## src/design/asq_pkg.sv

```systemverilog
// ----------------------------------------------------------------------------
// asq_pkg
// Shared constants and types for the ADC scan sequencer with channel filters.
// ----------------------------------------------------------------------------
package asq_pkg;

    localparam int NUM_CHANNELS = 3;
    localparam int SAMPLE_BITS  = 12;
    localparam int CH_BITS      = 2;
    localparam int SHIFT_BITS   = 4;
    localparam int SHIFT_MIN    = 1;
    localparam int SHIFT_MAX    = 8;
    localparam int SHIFT_RESET  = 4;
    localparam int ACC_BITS     = SAMPLE_BITS + SHIFT_MAX;
    localparam int LAST_PHASE   = 2 * NUM_CHANNELS;
    localparam int PHASE_BITS   = $clog2(LAST_PHASE + 1);

    localparam logic CMD_TICK = 1'b0;
    localparam logic CMD_READ = 1'b1;

    typedef logic [SAMPLE_BITS-1:0] t_sample;
    typedef logic [ACC_BITS-1:0]    t_acc;
    typedef logic [SHIFT_BITS-1:0]  t_shift;
    typedef logic [CH_BITS-1:0]     t_chan;
    typedef logic [PHASE_BITS-1:0]  t_phase;

    typedef t_sample t_sample_arr [NUM_CHANNELS];

    typedef struct packed {
        logic    cmd;
        logic    conv_ready;
        t_sample conv_result;
        t_chan   read_channel;
    } t_item;

    // sequencer outputs for one tick
    typedef struct packed {
        t_chan mux_select;
        logic  start_conv;
        logic  flush_conv;
        logic  captured;
    } t_seq_res;

    typedef struct packed {
        t_seq_res seq;
        t_sample  filtered_value;
    } t_result;

endpackage

```

## src/design/asq_ifs.sv

```systemverilog
// ----------------------------------------------------------------------------
// asq_ifs
// Valid/ready channel interfaces: item input, result output, config write.
// ----------------------------------------------------------------------------
interface asq_in_if import asq_pkg::*; ();
    logic    valid;
    logic    ready;
    logic    cmd;
    logic    conv_ready;
    t_sample conv_result;
    t_chan   read_channel;

    modport source (output valid, cmd, conv_ready, conv_result, read_channel,
                    input ready);
    modport sink   (input valid, cmd, conv_ready, conv_result, read_channel,
                    output ready);
endinterface

interface asq_out_if import asq_pkg::*; ();
    logic    valid;
    logic    ready;
    t_chan   mux_select;
    logic    start_conv;
    logic    flush_conv;
    logic    captured;
    t_sample filtered_value;

    modport source (output valid, mux_select, start_conv, flush_conv, captured,
                    filtered_value, input ready);
    modport sink   (input valid, mux_select, start_conv, flush_conv, captured,
                    filtered_value, output ready);
endinterface

interface asq_cfg_if import asq_pkg::*; ();
    logic   valid;
    logic   ready;
    t_shift data;

    modport source (output valid, data, input ready);
    modport sink   (input valid, data, output ready);
endinterface

```

## src/design/adc_scan_sequencer_with_ema_core.sv

```systemverilog
// ----------------------------------------------------------------------------
// adc_scan_sequencer_with_ema_core
// Round-robin three-channel ADC scan sequencer with a leaky-integrator
// filter per channel.
// ----------------------------------------------------------------------------
// One transaction is accepted every clock while no result is stalled, and
// one result leaves per item, in order: the item is held in an input
// register, the sequencer or filter works on it combinationally, and the answer waits in
// the result register until taken. Both registers advance together: while a
// result is stalled the input register still takes one transaction if it is
// empty, then the input holds off until the result is taken. A tick advances
// the scan phase unless an odd phase waits for conv_ready; a read of a valid
// channel updates its accumulator. Write filter_shift only while no item is in flight.
module adc_scan_sequencer_with_ema_core import asq_pkg::*; (
    input logic i_clk,
    input logic i_rst_n,
    asq_in_if.sink    s_in,
    asq_out_if.source m_out,
    asq_cfg_if.sink   s_cfg
);

    logic        r_s1_valid;
    t_item       r_s1_item;
    logic        r_out_valid;
    t_result     r_out;
    t_shift      r_shift;
    logic        out_free;
    logic        step;
    t_seq_res    seq_res;
    t_sample_arr samples;
    t_sample     fval;

    assign out_free   = !r_out_valid || m_out.ready;
    assign step       = r_s1_valid && out_free;
    assign s_in.ready = !r_s1_valid || step;
    assign s_cfg.ready = 1'b1;

    asq_sequencer u_seq (
        .i_clk     (i_clk),
        .i_rst_n   (i_rst_n),
        .i_step    (step),
        .i_item    (r_s1_item),
        .o_res     (seq_res),
        .o_samples (samples)
    );

    asq_filter u_filt (
        .i_clk     (i_clk),
        .i_rst_n   (i_rst_n),
        .i_step    (step),
        .i_item    (r_s1_item),
        .i_shift   (r_shift),
        .i_samples (samples),
        .o_value   (fval)
    );

    always_ff @(posedge i_clk) begin
        if (!i_rst_n) begin
            r_s1_valid  <= 1'b0;
            r_out_valid <= 1'b0;
            r_shift     <= SHIFT_BITS'(SHIFT_RESET);
        end else begin
            if (s_in.ready) begin
                r_s1_valid <= s_in.valid;
            end
            if (out_free) begin
                r_out_valid <= r_s1_valid;
            end
            if (s_cfg.valid) begin
                r_shift <= s_cfg.data;
            end
        end
    end

    // payload: load on transaction, hold otherwise
    always_ff @(posedge i_clk) begin
        if (s_in.valid && s_in.ready) begin
            r_s1_item.cmd          <= s_in.cmd;
            r_s1_item.conv_ready   <= s_in.conv_ready;
            r_s1_item.conv_result  <= s_in.conv_result;
            r_s1_item.read_channel <= s_in.read_channel;
        end
        if (step) begin
            r_out.seq            <= seq_res;
            r_out.filtered_value <= fval;
        end
    end

    assign m_out.valid          = r_out_valid;
    assign m_out.mux_select     = r_out.seq.mux_select;
    assign m_out.start_conv     = r_out.seq.start_conv;
    assign m_out.flush_conv     = r_out.seq.flush_conv;
    assign m_out.captured       = r_out.seq.captured;
    assign m_out.filtered_value = r_out.filtered_value;

    a_pulse_excl: assert property (@(posedge i_clk) disable iff (!i_rst_n)
        r_out_valid |-> !(r_out.seq.start_conv && r_out.seq.flush_conv))
        else $error("start and flush pulses on the same result");

    a_cap_flush: assert property (@(posedge i_clk) disable iff (!i_rst_n)
        r_out_valid |-> (r_out.seq.captured == r_out.seq.flush_conv))
        else $error("captured and flush disagree");

    a_tick_no_value: assert property (@(posedge i_clk) disable iff (!i_rst_n)
        (r_out_valid && (r_out.seq.start_conv || r_out.seq.flush_conv))
            |-> (r_out.filtered_value == '0))
        else $error("filtered value on a tick result");

    a_mux_idle: assert property (@(posedge i_clk) disable iff (!i_rst_n)
        (r_out_valid && !r_out.seq.start_conv) |-> (r_out.seq.mux_select == '0))
        else $error("mux select without a conversion start");

    a_drain: assert property (@(posedge i_clk) disable iff (!i_rst_n)
        (r_s1_valid && !r_out_valid) |=> r_out_valid)
        else $error("input register did not drain into free result register");

endmodule

```

## src/design/asq_sequencer.sv

```systemverilog
// ----------------------------------------------------------------------------
// asq_sequencer
// Scan phase counter and per-channel sample registers. Even phases start a
// conversion, odd phases wait for ready and capture, the last phase wraps.
// ----------------------------------------------------------------------------
module asq_sequencer import asq_pkg::*; (
    input  logic        i_clk,
    input  logic        i_rst_n,
    input  logic        i_step,
    input  t_item       i_item,
    output t_seq_res    o_res,
    output t_sample_arr o_samples
);

    t_phase      r_phase;
    t_phase      n_phase;
    t_sample_arr r_sample;
    t_chan       ch;
    logic        cap;

    assign ch = CH_BITS'(r_phase >> 1);

    always_comb begin
        n_phase = r_phase;
        o_res   = '0;
        cap     = 1'b0;
        if (i_item.cmd == CMD_TICK) begin
            if (r_phase >= PHASE_BITS'(LAST_PHASE)) begin
                n_phase = '0;
            end else if (!r_phase[0]) begin
                o_res.mux_select = ch;
                o_res.start_conv = 1'b1;
                n_phase          = r_phase + 1'b1;
            end else if (i_item.conv_ready) begin
                o_res.flush_conv = 1'b1;
                o_res.captured   = 1'b1;
                cap              = 1'b1;
                n_phase          = r_phase + 1'b1;
            end
        end
    end

    always_ff @(posedge i_clk) begin
        if (!i_rst_n) begin
            r_phase  <= '0;
            r_sample <= '{default: '0};
        end else if (i_step) begin
            r_phase <= n_phase;
            if (cap) begin
                r_sample[ch] <= i_item.conv_result;
            end
        end
    end

    assign o_samples = r_sample;

endmodule

```

## src/design/asq_filter.sv

```systemverilog
// ----------------------------------------------------------------------------
// asq_filter
// Per-channel leaky integrator: acc = acc - (acc >> k) + sample, output
// acc >> k saturated to the sample range.
// ----------------------------------------------------------------------------
module asq_filter import asq_pkg::*; (
    input  logic        i_clk,
    input  logic        i_rst_n,
    input  logic        i_step,
    input  t_item       i_item,
    input  t_shift      i_shift,
    input  t_sample_arr i_samples,
    output t_sample     o_value
);

    t_acc    r_acc [NUM_CHANNELS];
    t_shift  k;
    logic    hit;
    t_acc    acc;
    t_sample smp;
    t_acc    n_acc;
    t_acc    q;

    always_comb begin
        if (i_shift < SHIFT_BITS'(SHIFT_MIN)) begin
            k = SHIFT_BITS'(SHIFT_MIN);
        end else if (i_shift > SHIFT_BITS'(SHIFT_MAX)) begin
            k = SHIFT_BITS'(SHIFT_MAX);
        end else begin
            k = i_shift;
        end
    end

    always_comb begin
        hit   = (i_item.cmd == CMD_READ) &&
                (i_item.read_channel < CH_BITS'(NUM_CHANNELS));
        acc   = '0;
        smp   = '0;
        if (hit) begin
            acc = r_acc[i_item.read_channel];
            smp = i_samples[i_item.read_channel];
        end
        n_acc = acc - (acc >> k) + {{SHIFT_MAX{1'b0}}, smp};
        q     = n_acc >> k;
        if (!hit) begin
            o_value = '0;
        end else if (|q[ACC_BITS-1:SAMPLE_BITS]) begin
            o_value = '1;
        end else begin
            o_value = q[SAMPLE_BITS-1:0];
        end
    end

    always_ff @(posedge i_clk) begin
        if (!i_rst_n) begin
            r_acc <= '{default: '0};
        end else if (i_step && hit) begin
            r_acc[i_item.read_channel] <= n_acc;
        end
    end

endmodule
```

## src/flat_wrapper.sv

```systemverilog
// flat-port wrapper written by rule: the top's interface ports become plain ports
module adc_scan_sequencer_with_ema_core_flat import asq_pkg::*;
  (i_clk, i_rst_n, s_in_valid, s_in_cmd, s_in_conv_ready, s_in_conv_result, s_in_read_channel, s_in_ready, m_out_valid, m_out_mux_select, m_out_start_conv, m_out_flush_conv, m_out_captured, m_out_filtered_value, m_out_ready, s_cfg_valid, s_cfg_data, s_cfg_ready);
  asq_in_if s_in_i ();
  asq_out_if m_out_i ();
  asq_cfg_if s_cfg_i ();
  input logic i_clk;
  input logic i_rst_n;
  input wire logic [$bits(s_in_i.valid)-1:0] s_in_valid;
  input wire logic [$bits(s_in_i.cmd)-1:0] s_in_cmd;
  input wire logic [$bits(s_in_i.conv_ready)-1:0] s_in_conv_ready;
  input wire logic [$bits(s_in_i.conv_result)-1:0] s_in_conv_result;
  input wire logic [$bits(s_in_i.read_channel)-1:0] s_in_read_channel;
  output wire logic [$bits(s_in_i.ready)-1:0] s_in_ready;
  output wire logic [$bits(m_out_i.valid)-1:0] m_out_valid;
  output wire logic [$bits(m_out_i.mux_select)-1:0] m_out_mux_select;
  output wire logic [$bits(m_out_i.start_conv)-1:0] m_out_start_conv;
  output wire logic [$bits(m_out_i.flush_conv)-1:0] m_out_flush_conv;
  output wire logic [$bits(m_out_i.captured)-1:0] m_out_captured;
  output wire logic [$bits(m_out_i.filtered_value)-1:0] m_out_filtered_value;
  input wire logic [$bits(m_out_i.ready)-1:0] m_out_ready;
  input wire logic [$bits(s_cfg_i.valid)-1:0] s_cfg_valid;
  input wire logic [$bits(s_cfg_i.data)-1:0] s_cfg_data;
  output wire logic [$bits(s_cfg_i.ready)-1:0] s_cfg_ready;
  assign s_in_i.valid = s_in_valid;
  assign s_in_i.cmd = s_in_cmd;
  assign s_in_i.conv_ready = s_in_conv_ready;
  assign s_in_i.conv_result = s_in_conv_result;
  assign s_in_i.read_channel = s_in_read_channel;
  assign s_in_ready = s_in_i.ready;
  assign m_out_valid = m_out_i.valid;
  assign m_out_mux_select = m_out_i.mux_select;
  assign m_out_start_conv = m_out_i.start_conv;
  assign m_out_flush_conv = m_out_i.flush_conv;
  assign m_out_captured = m_out_i.captured;
  assign m_out_filtered_value = m_out_i.filtered_value;
  assign m_out_i.ready = m_out_ready;
  assign s_cfg_i.valid = s_cfg_valid;
  assign s_cfg_i.data = s_cfg_data;
  assign s_cfg_ready = s_cfg_i.ready;
  adc_scan_sequencer_with_ema_core u_core (.i_clk(i_clk), .i_rst_n(i_rst_n), .s_in(s_in_i), .m_out(m_out_i), .s_cfg(s_cfg_i));
endmodule
```

## config.mk

```make
export PLATFORM = sky130hd
export DESIGN_NAME = adc_scan_sequencer_with_ema_core_flat
export DESIGN_NICKNAME = d
export VERILOG_FILES = /design/src/design/asq_pkg.sv /design/src/design/asq_ifs.sv /design/src/design/adc_scan_sequencer_with_ema_core.sv /design/src/design/asq_sequencer.sv /design/src/design/asq_filter.sv /design/src/flat_wrapper.sv
export SDC_FILE = /design/constraint.sdc
export NUM_CORES = 1
export LEC_CHECK = 0
export ABC_AREA = 1
export BUFFER_PORTS_ARGS = -buffer_cell sky130_fd_sc_hd__buf_4
export CAP_MARGIN = 20
export CORE_MARGIN = 5
export CORE_UTILIZATION = 50
export DETAILED_ROUTE_END_ITERATION = 7
export PLACE_DENSITY_LB_ADDON = 0.1
export SLEW_MARGIN = 20
export SYNTH_ARGS = -nofsm -noshare
export SYNTH_HDL_FRONTEND = slang
export SYNTH_HIERARCHICAL = 1
export SYNTH_SLANG_ARGS = --single-unit
```

## constraint.sdc

```tcl
create_clock -name i_clk -period 6.53 [get_ports i_clk]
set_clock_uncertainty 0.2 [all_clocks]
set_input_delay 0.653 -clock i_clk [delete_from_list [all_inputs] [get_ports i_clk]]
set_output_delay 0.653 -clock i_clk [all_outputs]
set_load 0.02 [all_outputs]
```

==> results.cfg <==
[outcome]
outcome = finished, final reports clean

[clock_network]
cts_sinks = 138
cts_tree = built
cts_hold_buf = 0
clkTransAtPathRegs_ns = 0.07
cts_root_buf = clkbuf_16
post-cts-setup-buffers = 0
clockBufferDepth = 2
insertion_delay_ns = 0.43
cts_buffers = 17
cts_resized = 0
h-tree-depth = 4

[global_route]
grt.overflow.total = 0
antenna_found_initial = 0
grt_pass1_wl_mm = 44.0
grt_pass1_vias = 8270
grtUsageTotal_pct = 25.2
grt_max_degree = 50

[setup_path]
cp-end-kind = flip-flop
worstSetupStartpointType = flip-flop
r2r_end = u_core/m_out.filtered_value[3]$_DFFE_PP_
ff2ff_setup_slack_ns = 0.77
r2r-start = u_core/r_s1_item[0]$_DFFE_PP_
cp.required_ns = 6.51
cp_slowest_cell = fa_1
timing.critical_path.mode_cell = nand2_1
worst_ep_arrival_time_ns = 5.75
r2r_cells = 29
slowest_delay_ns = 0.49
path_class = reg2reg
cp_max_fo = 17

[place]
gp_congestion = 0.968
hpwl_mm = 20.4
post_dp_cell_area_um2 = 10000
io_buffers = 43

[timing]
fin_crit_ns = 5.76
clock.fmax_ghz = 0.174
max-slew-margin-rel_pct = 34.0
setup-violations-final = 0
finalCritPeriodShare_pct = 88.2
tightest_slew_ns = 0.984
hold_viol_final = 0
grt_setup_unrepaired = false
finalMaxSlewViolations = 0
finalSetupTns_ns = 0

[yosys]
synth_edf_count = 33
syn-cell-area_um2 = 9570
seq_area_frac_synth_pct = 32.3
yosysMostFrequentCell = nand2_1
ys_warn_count = 6
synth_top_cells_by_area = dfxtp_1 22%, nand2_1 16%, edfxtp_1 10%
synth_nets = 1538
yosys-top-cells-count = 413 x nand2_1, 264 x inv_1, 123 x nor2_1
synthCells = 1472
yosysTopAreaCellShare_pct = 22.0
synth-seq-cells = 138
synth-async-reset-ratio_pct = 0
synthFlopType = dfxtp_1
synth.distinct_cells = 51
synth_area_per_cell_um2 = 6.50
yosys.area.top_type = dfxtp_1

[layout]
final_design_area_no_fill_um2 = 10600
drive_above_1_share_pct = 9.51
nFillCells = 1940
final_core_util_pct = 56.3
seq_area_um2 = 3090
multiInputGateArea_um2 = 5120
antenna_cells = 0
area_growth_pct = 10.6
fin_nets = 1556

[job]
cap_violations = 0

[power_and_ir_drop]
p_per_area_nw_per_um2 = 227
p_leak_nw = 5.55
peakVddDrop_mv = 0.179

[floorplanning]
ios = 45
initial_core_util_pct = 51.0
die_w_um = 148
fp-row-count = 50
coreArea_um2 = 18800
dieArea_um2 = 22000
die_h_um = 148

[routing]
num_vias = 9064
antenna_left = 0
wl_mm = 27.3
wl_per_cell_um = 15.7
via_per_inst = 5.22
drt_iter0_drc = 736
drc = 0
drt_pass1_iterations = 5

[hold_path]
hold_path.class = in2reg
hold_path_end = u_core/r_s1_item[4]$_DFFE_PP_
hp-start = s_in_conv_result[2]
hold_depth = 1
==> per-stage QoR <==
| step | hold slack [ns] | power (W) | setup slack (ns) | cells |
|---|---|---|---|---|
| finish | 0.199 | 0.00240 | 0.767 | 1737 |
| detailed placement | 0.249 | 0.00150 | 0.868 | 1705 |
| CTS | 0.181 | 0.00242 | 0.846 | 1737 |
| floorplan | 0.230 | 0.00132 | 1.96 | 1472 |
| global placement | 0.247 | 0.00150 | 0.884 | 1705 |
| global route | 0.176 | 0.00253 | 0.288 | 1737 |
==> flip-flops by register name (all words and copies together) (netlist names) <==
register,cells
u_core/m_out.start_conv,1
u_core/m_out.captured,1
u_core/m_out.valid,1
u_core/r_shift,4
u_core/r_s1_valid,1
u_core/u_filt/r_acc,60
u_core/u_seq/r_phase,3
u_core/m_out.filtered_value,12
u_core/r_s1_item,16
u_core/m_out.flush_conv,1
u_core/m_out.mux_select,2
u_core/u_seq/o_samples,36
==> report_power, final <==
part / leakage, nW / total, W / switching, W / internal, W
sequential: 1.17 / 0.000911 / 0.0000128 / 0.000898
clock: 0.262 / 0.000912 / 0.000413 / 0.000499
combinational: 4.12 / 0.000579 / 0.000401 / 0.000178
==> layout by cell type (no fill, tap or decap), types with 5 or more instances in the layout <==
cell type,netlist,final
o221ai_1,22,22
edfxtp_1,33,33
buf_4,7,64
dfxtp_1,105,105
nor3_1,5,5
nor2_1,123,122
nand3_1,121,120
o211ai_1,11,11
o21bai_1,13,13
inv_1,264,264
ha_1,29,29
o22ai_1,6,6
o21ai_0,82,82
nand2_2,11,11
nand2_1,413,413
nor2_2,5,6
o21ai_1,29,29
nand3_2,4,5
clkbuf_16,0,17
a21oi_1,64,63
inv_2,7,7
fa_1,12,12
==> worst max-delay path by stage <==
stage,start,endpoint,slack (ns),depth (start not counted)
after global routing,u_core/r_s1_item[0]$_DFFE_PP_,u_core/m_out.filtered_value[6]$_DFFE_PP_,0.29,33
after global placement,u_core/r_s1_item[0]$_DFFE_PP_,u_core/m_out.filtered_value[10]$_DFFE_PP_,0.88,30
after floorplan,u_core/r_s1_item[0]$_DFFE_PP_,u_core/m_out.filtered_value[10]$_DFFE_PP_,1.96,32
after detailed placement,u_core/r_s1_item[0]$_DFFE_PP_,u_core/m_out.filtered_value[6]$_DFFE_PP_,0.87,30
after CTS,u_core/r_s1_item[0]$_DFFE_PP_,u_core/m_out.filtered_value[6]$_DFFE_PP_,0.85,32
final,u_core/r_s1_item[0]$_DFFE_PP_,u_core/m_out.filtered_value[3]$_DFFE_PP_,0.77,29
==> cell type report <==
class | instances | area share (%)
multi-input cells | 995 | 48.4
flip-flops and latches | 138 | 29.2
inverters | 274 | 9.77
repair buffers | 64 | 4.54
clock buffers | 17 | 4.02
well taps | 234 | 2.77
clock inverters | 15 | 1.24
==> routing by layer <==
layer | vias up | global-route usage, % | routed length (um)
li1 | 4686 | - | -
met4 | 0 | 7.81 | 595
met2 | 293 | 39.6 | 12300
met1 | 4052 | 35.7 | 12700
met5 | - | 0 | 0
met3 | 33 | 4.36 | 1710
==> cells by family after synthesis <==
kind of cell	count (synthesis)	share of synthesized area, %
AO/OA/AOI/OAI	241	14.7
XOR/XNOR	6	0.549
adder cells (fa/ha/maj)	41	6.30
buffers and inverters	339	14.3
flip-flops	138	32.3
multiplexers	1	0.105
other	1	0.0392
AND/OR/NAND/NOR	705	31.6
==> worst max-delay path, delay by kind of cell (launching register included) <==
| kind | cells | cell delay (ns) |
|---|---|---|
| DFF | 1 | 0.48 |
| adders and majority gates | 2 | 0.89 |
| AOI/OAI and AO/OA | 6 | 1.16 |
| and+or+nand+nor | 18 | 2.24 |
| buffers and inverters | 3 | 0.56 |
(Power assumes the default switching activity.)
